==> src/design/ctas_pkg.sv <==
// Types, codes and index helpers for the complete tree array store.
package ctas_pkg;

  localparam int unsigned LevelW = 3;
  localparam int unsigned PosW   = 7;
  localparam int unsigned DataW  = 64;

  typedef enum logic [1:0] {
    OP_INSERT = 2'd0,
    OP_DELETE = 2'd1,
    OP_SEARCH = 2'd2,
    OP_PRINT  = 2'd3
  } op_e;

  typedef enum logic [2:0] {
    ST_INSERTED  = 3'd0,
    ST_DELETED   = 3'd1,
    ST_FOUND     = 3'd2,
    ST_NOT_FOUND = 3'd3,
    ST_EMPTY     = 3'd4,
    ST_FULL      = 3'd5,
    ST_LISTED    = 3'd6
  } status_e;

  typedef enum logic [1:0] {
    FSM_IDLE,
    FSM_SCAN,
    FSM_REPL
  } fsm_e;

  // Bit length of a 1-based node number.
  function automatic logic [LevelW-1:0] level_of(input logic [PosW-1:0] node);
    logic [LevelW-1:0] lvl;
    lvl = '0;
    for (int i = 0; i < PosW; i++) begin
      if (node[i]) lvl = LevelW'(i + 1);
    end
    return lvl;
  endfunction

  // 1-based position of a node within its level.
  function automatic logic [PosW-1:0] position_of(input logic [PosW-1:0]   node,
                                                 input logic [LevelW-1:0] lvl);
    logic [PosW-1:0] first;
    first = PosW'(1) << (lvl - LevelW'(1));
    return node - first + PosW'(1);
  endfunction

endpackage

==> src/design/complete_tree_array_store.sv <==
// Complete binary tree store in level order, kept in a single-port-read memory.
// Insert, full and empty words: the result is registered and shows in the cycle after start; busy stays low.
// Search and delete scan one entry per cycle through the memory read port;
//   a delete that hits before the last entry then fetches the last entry to move it into the hole.
// Print shows one listed word per cycle, count words in all.
// Reset clears the entry count and the control state; memory contents stay unknown.
module complete_tree_array_store #(
  parameter int unsigned CAPACITY = 32
) (
  input  logic        clk_i,
  input  logic        rst_ni,
  input  logic        start,
  output logic        busy,
  input  logic [1:0]  opcode_i,
  input  logic [63:0] key_value_i,
  output logic        strobe_o,
  output logic [2:0]  status_o,
  output logic [2:0]  tree_level_o,
  output logic [6:0]  level_position_o,
  output logic [63:0] data_value_o,
  output logic        was_replaced_o,
  output logic        last_result_o
);

  localparam int unsigned IdxW = (CAPACITY > 1) ? $clog2(CAPACITY) : 1;
  localparam int unsigned CntW = $clog2(CAPACITY + 1);

  ctas_pkg::fsm_e state_q, state_d;
  ctas_pkg::op_e  op_q, op_d;
  logic [63:0]     key_q, key_d;
  logic [IdxW-1:0] idx_q, idx_d;
  logic [CntW-1:0] count_q, count_d;
  logic [CntW-1:0] count_m1;
  logic [IdxW-1:0] last_idx;

  logic [63:0]     mem [CAPACITY];
  logic [63:0]     rdata_q;
  logic [IdxW-1:0] raddr;
  logic [IdxW-1:0] waddr;
  logic [63:0]     wdata;
  logic            we;

  logic                    emit;
  ctas_pkg::status_e       emit_status;
  logic [IdxW-1:0]         emit_idx;
  logic                    emit_pos;
  logic [63:0]             emit_data;
  logic                    emit_repl;
  logic                    emit_last;
  logic [ctas_pkg::PosW-1:0]   node;
  logic [ctas_pkg::LevelW-1:0] node_lvl;

  logic is_last;
  logic hit;

  assign count_m1 = count_q - CntW'(1);
  assign last_idx = count_m1[IdxW-1:0];
  assign is_last  = (idx_q == last_idx);
  assign hit      = (rdata_q == key_q);
  assign busy     = (state_q != ctas_pkg::FSM_IDLE);

  always_comb begin
    state_d     = state_q;
    op_d        = op_q;
    key_d       = key_q;
    idx_d       = idx_q;
    count_d     = count_q;
    raddr       = idx_q + IdxW'(1);
    we          = 1'b0;
    waddr       = idx_q;
    wdata       = rdata_q;
    emit        = 1'b0;
    emit_status = ctas_pkg::ST_EMPTY;
    emit_idx    = idx_q;
    emit_pos    = 1'b0;
    emit_data   = '0;
    emit_repl   = 1'b0;
    emit_last   = 1'b1;
    case (state_q)
      ctas_pkg::FSM_IDLE: begin
        raddr = '0;
        if (start) begin
          op_d  = ctas_pkg::op_e'(opcode_i);
          key_d = key_value_i;
          idx_d = '0;
          if (ctas_pkg::op_e'(opcode_i) == ctas_pkg::OP_INSERT) begin
            emit = 1'b1;
            if (count_q == CntW'(CAPACITY)) begin
              emit_status = ctas_pkg::ST_FULL;
            end else begin
              we          = 1'b1;
              waddr       = count_q[IdxW-1:0];
              wdata       = key_value_i;
              count_d     = count_q + CntW'(1);
              emit_status = ctas_pkg::ST_INSERTED;
              emit_idx    = count_q[IdxW-1:0];
              emit_pos    = 1'b1;
            end
          end else if (count_q == '0) begin
            emit        = 1'b1;
            emit_status = ctas_pkg::ST_EMPTY;
          end else begin
            state_d = ctas_pkg::FSM_SCAN;
          end
        end
      end
      ctas_pkg::FSM_SCAN: begin
        case (op_q)
          ctas_pkg::OP_PRINT: begin
            emit        = 1'b1;
            emit_status = ctas_pkg::ST_LISTED;
            emit_pos    = 1'b1;
            emit_data   = rdata_q;
            emit_last   = is_last;
            if (is_last) state_d = ctas_pkg::FSM_IDLE;
            else         idx_d   = idx_q + IdxW'(1);
          end
          ctas_pkg::OP_SEARCH: begin
            if (hit) begin
              emit        = 1'b1;
              emit_status = ctas_pkg::ST_FOUND;
              emit_pos    = 1'b1;
              state_d     = ctas_pkg::FSM_IDLE;
            end else if (is_last) begin
              emit        = 1'b1;
              emit_status = ctas_pkg::ST_NOT_FOUND;
              state_d     = ctas_pkg::FSM_IDLE;
            end else begin
              idx_d = idx_q + IdxW'(1);
            end
          end
          ctas_pkg::OP_DELETE: begin
            if (hit) begin
              if (is_last) begin
                count_d     = count_m1;
                emit        = 1'b1;
                emit_status = ctas_pkg::ST_DELETED;
                emit_pos    = 1'b1;
                state_d     = ctas_pkg::FSM_IDLE;
              end else begin
                raddr   = last_idx;
                state_d = ctas_pkg::FSM_REPL;
              end
            end else if (is_last) begin
              emit        = 1'b1;
              emit_status = ctas_pkg::ST_NOT_FOUND;
              state_d     = ctas_pkg::FSM_IDLE;
            end else begin
              idx_d = idx_q + IdxW'(1);
            end
          end
          default: begin
            state_d = ctas_pkg::FSM_IDLE;
          end
        endcase
      end
      ctas_pkg::FSM_REPL: begin
        we          = 1'b1;
        waddr       = idx_q;
        wdata       = rdata_q;
        count_d     = count_m1;
        emit        = 1'b1;
        emit_status = ctas_pkg::ST_DELETED;
        emit_pos    = 1'b1;
        emit_data   = rdata_q;
        emit_repl   = 1'b1;
        state_d     = ctas_pkg::FSM_IDLE;
      end
      default: begin
        state_d = ctas_pkg::FSM_IDLE;
      end
    endcase
  end

  assign node     = {{(ctas_pkg::PosW - IdxW){1'b0}}, emit_idx} + ctas_pkg::PosW'(1);
  assign node_lvl = ctas_pkg::level_of(node);

  always_ff @(posedge clk_i or negedge rst_ni) begin
    if (!rst_ni) begin
      state_q  <= ctas_pkg::FSM_IDLE;
      count_q  <= '0;
      strobe_o <= 1'b0;
    end else begin
      state_q  <= state_d;
      count_q  <= count_d;
      strobe_o <= emit;
    end
  end

  always_ff @(posedge clk_i) begin
    op_q  <= op_d;
    key_q <= key_d;
    idx_q <= idx_d;
    if (emit) begin
      status_o         <= emit_status;
      tree_level_o     <= emit_pos ? node_lvl : '0;
      level_position_o <= emit_pos ? ctas_pkg::position_of(node, node_lvl) : '0;
      data_value_o     <= emit_data;
      was_replaced_o   <= emit_repl;
      last_result_o    <= emit_last;
    end
  end

  always_ff @(posedge clk_i) begin
    if (we) begin
      mem[waddr] <= wdata;
    end
    rdata_q <= mem[raddr];
  end

endmodule

==> config.mk <==
export PLATFORM = sky130hd
export DESIGN_NAME = complete_tree_array_store
export DESIGN_NICKNAME = d
export VERILOG_FILES = /design/src/design/ctas_pkg.sv /design/src/design/complete_tree_array_store.sv
export SDC_FILE = /design/constraint.sdc
export NUM_CORES = 2
export LEC_CHECK = 0
export BUFFER_PORTS_ARGS = -buffer_cell sky130_fd_sc_hd__clkbuf_2
export CAP_MARGIN = 5
export CELL_PAD_IN_SITES_DETAIL_PLACEMENT = 0
export CELL_PAD_IN_SITES_GLOBAL_PLACEMENT = 2
export CORE_MARGIN = 2
export CORE_UTILIZATION = 41
export DETAILED_ROUTE_END_ITERATION = 8
export PLACE_DENSITY = 0.72
export SLEW_MARGIN = 20
export SYNTH_ARGS = -nofsm -noshare
export SYNTH_HDL_FRONTEND = slang
export SYNTH_SLANG_ARGS = --single-unit
==> constraint.sdc <==
create_clock -name clk_i -period 11 [get_ports clk_i]
set_input_delay 2.2 -clock clk_i [delete_from_list [all_inputs] [get_ports clk_i]]
set_output_delay 2.2 -clock clk_i [all_outputs]
set_load 0.03 [all_outputs]
==> metrics.csv <==
stage,metric,value,unit
global_route,initial antenna violation count,15,
pwr,Max VDD drop,573,uV
critical_path,FF-to-FF Start,rdata_q[3],
timing,final worst path period share,58.8,%
hold_path,Hold Path Sink,count_q[5],
critical_path,CP Class,reg2reg,
critical_path,r2r endpoint,rdata_q[62],
hold_path,WHS Path Cells,1,
yosys,warnings from Yosys,0,
critical_path,FF-to-FF path depth,13,
timing,unrepaired setup endpoints after global routing,no,
pwr,P_leak,0.0340,uW
placed_design,DP HPWL,153000,um
yosys,Mapped Cells,6232,
timing,worst rel slew slack,22.7,%
routing,vias,56500,
pwr,pwr dens,307,nW/um^2
critical_path,worst endpoint data arrival time,7.22,ns
global_route,largest net degree at the start of global routing,203,
yosys,count of unique library cells instantiated by Yosys,51,
routing,vias per cell,6.05,
clock_tree,root buffer cell,clkbuf_16,
clock_tree,"Clk pin slew, worst setup/hold paths",0.06,ns
floorplanning,die width,474,um
timing,endpoints failing setup,0,
clock_tree,worst-case clock buffer depth,3,
placed_design,Routability Congestion,0.799,
clock_tree,CTS H-tree depth,4,
critical_path,worst setup path start,rdata_q[3],
yosys,Post-Synth XOR/XNOR Area,0.891,%
critical_path,"Max FO, Critical Path",70,
floorplanning,Top Ports,150,
clock_tree,"Clk Latency, worst-skew pair",0.89,ns
clock_tree,Post-CTS Setup Repair Bufs,0,
placed_design,PortBufs,149,
final_layout,Util after Layout,46.4,%
routing,Antenna Nets Post-Route,0,
floorplanning,Initial Utilization,41.2,%
yosys,adder-cell share of the synthesized area,0.423,%
floorplanning,std cell rows,172,
yosys,asr flop ratio synth,0.396,%
routing,Iter 0 DRT Violations,6454,
yosys,"Seq/Total Area, Yosys",74.6,%
routing,drt drc,0,
routing,total wire length,293000,um
timing,setup TNS,0,ns
global_route,number of global-route vias before repair,54100,
timing,Slew @ Worst Pin,1.16,ns
global_route,first-pass GRT wire length,414000,um
run,Max-Cap Viols,0,
floorplanning,core area,220000,um^2
yosys,Synth Area in Simple Gates,9.28,%
global_route,GRT Util Overall,25.7,%
routing,wire per inst,31.4,um
final_layout,Fillers,19100,
hold_path,worst hold path type,reg2reg,
outcome,outcome,finished clean,
yosys,Yosys reg bits,2271,
yosys,Main synth FF type,edfxtp_1,
timing,Clock Skews,0.0523,ns
yosys,post-synthesis mux area share,0.873,%
clock_tree,"Hold-fix buffers, CTS",0,
final_layout,"Net count, final",6356,
clock_tree,TritonCTS clock tree,yes,
yosys,Mapped Area,90400,um^2
clock_tree,Clock Sink Count,2271,
yosys,Syn Nets,6331,
final_layout,"Area growth, synth to finish",12.7,%
timing,hold slack,0.529,ns
timing,post-layout minimum cycle time,6.46,ns
routing,DR pass1 iterations,6,
yosys,Syn Area/Cell,14.5,um^2
global_route,grt ovf,0,
final_layout,share of layout cells above drive strength 1,10.7,%
hold_path,hold_sp,count_q[5],
timing,max-slew violations,0,
critical_path,critical path required time,11.76,ns
floorplanning,Die ar.,224000,um^2
clock_tree,total CTS buffers,230,
critical_path,nature of the critical path endpoint,register,
yosys,combinational family with the most area after synthesis,compound AO/OA/AOI/OAI gates,
floorplanning,die height,474,um
critical_path,crit path launch type,register,
timing,Max Fclk,0.155,GHz
yosys,"EDFF count, synth",2198,
timing,"Hold Vio Cnt, Final",0,
clock_tree,# resized after CTS,0,
critical_path,Reg2Reg Setup Slack,4.54,ns
final_layout,"most common cell after layout, fill and taps aside",edfxtp_1,
final_layout,"commonest cells after routing, fill and taps aside","2,198 x edfxtp_1, 760 x a211oi_1, 667 x nand2_1",
yosys,post-synthesis compound-gate area fraction,11.5,%
==> per-layer routing <==
layer,global-route usage [%],share of wire [%]
met5,0,0
met4,9.60,3.8
met3,3.41,6.9
met2,41.3,47
met1,35.7,42
==> logic make-up after synthesis <==
logic type               count (synthesis)
AND/OR/NAND/NOR                       1652
flip-flops                            2271
adder cells (fa/ha/maj)                 30
AO/OA/AOI/OAI                         1585
buffers and inverters                  524
multiplexers                            78
XOR/XNOR                                92
==> stage by stage <==
step	power, uW	instances	setup WS, ns	area, um^2
finish	31300	9337	4.54	102000
global route	32600	9336	4.28	102000
CTS	31300	9332	4.56	102000
detailed placement	23700	8894	4.26	94400
global placement	23600	8893	4.37	94400
floorplan	19100	6232	2.00	90400
==> critical path: stages, from the launching register on <==
cell and delay, ns:
dfxtp_1 0.40, xnor2_1 0.79, nand4_1 0.48, nor4_1 0.45
and4_1 0.64, nand3_4 0.67, buf_4 0.54, buf_4 0.36
buf_4 0.40, and3_1 0.32, a2111oi_0 0.39, nor4_1 0.09
a211oi_1 0.40, a22oi_1 0.18
==> synth_stat cells (all sizes together) (6+ instances only) <==
cell type  count  area share (%)
nor2          62            0.26
nor4           6           0.058
inv           22           0.091
buf          133            0.76
nand2b         6           0.042
xor2          11            0.11
xnor2         81            0.78
dfrtp          9            0.25
a21oi        335             1.9
and3         636             4.4
nor2b          6           0.042
o21ai        334             1.8
ha            29            0.40
dfxtp         64             1.4
edfxtp      2198              73
a32oi         65            0.63
nand3         13           0.086
a2111oi       68            0.66
a211oi       760             6.3
and2          70            0.48
nor3          76            0.42
nand2        687             2.9
clkbuf       369             1.5
mux2i         74            0.82
nand4         83            0.57
==> registers in the layout, indices dropped and copies added, names as in the netlist <==
register	flops
mem	2048
data_value_o	64
key_q	64
rdata_q	64
level_position_o	7
count_q	6
idx_q	5
status_o	3
tree_level_o	3
op_q	2
state_q	2
last_result_o	1
strobe_o	1
was_replaced_o	1
==> report_power, final <==
part           total, uW  switching (uW)  internal (uW)
clock network       7640            3380           4270
logic              12100            8840           3240
registers          11500             387          11200
total              31300           12600          18700
==> worst max path at each step <==
| stage | to | slack, ns |
|---|---|---|
| finish | rdata_q[62] | 4.54 |
| global route | rdata_q[62] | 4.28 |
| CTS | rdata_q[62] | 4.56 |
| detailed placement | mem[6][8] | 4.26 |
| global placement | mem[6][24] | 4.37 |
| floorplan | mem[19][0] | 2.00 |
==> final cells by class <==
type                    instances  area, um^2  area share [%]
diodes                          3        7.51         0.00737
clock buffers                 325        6310            6.20
clock inverters               113        1050            1.03
inverters                      22        85.1          0.0835
multi-input cells            3437       21200            20.8
flip-flops and latches       2271       67500            66.2
well taps                    2871        3590            3.53
repair buffers                295        2120            2.08
No activity file was read; power rests on OpenSTA's default activity.
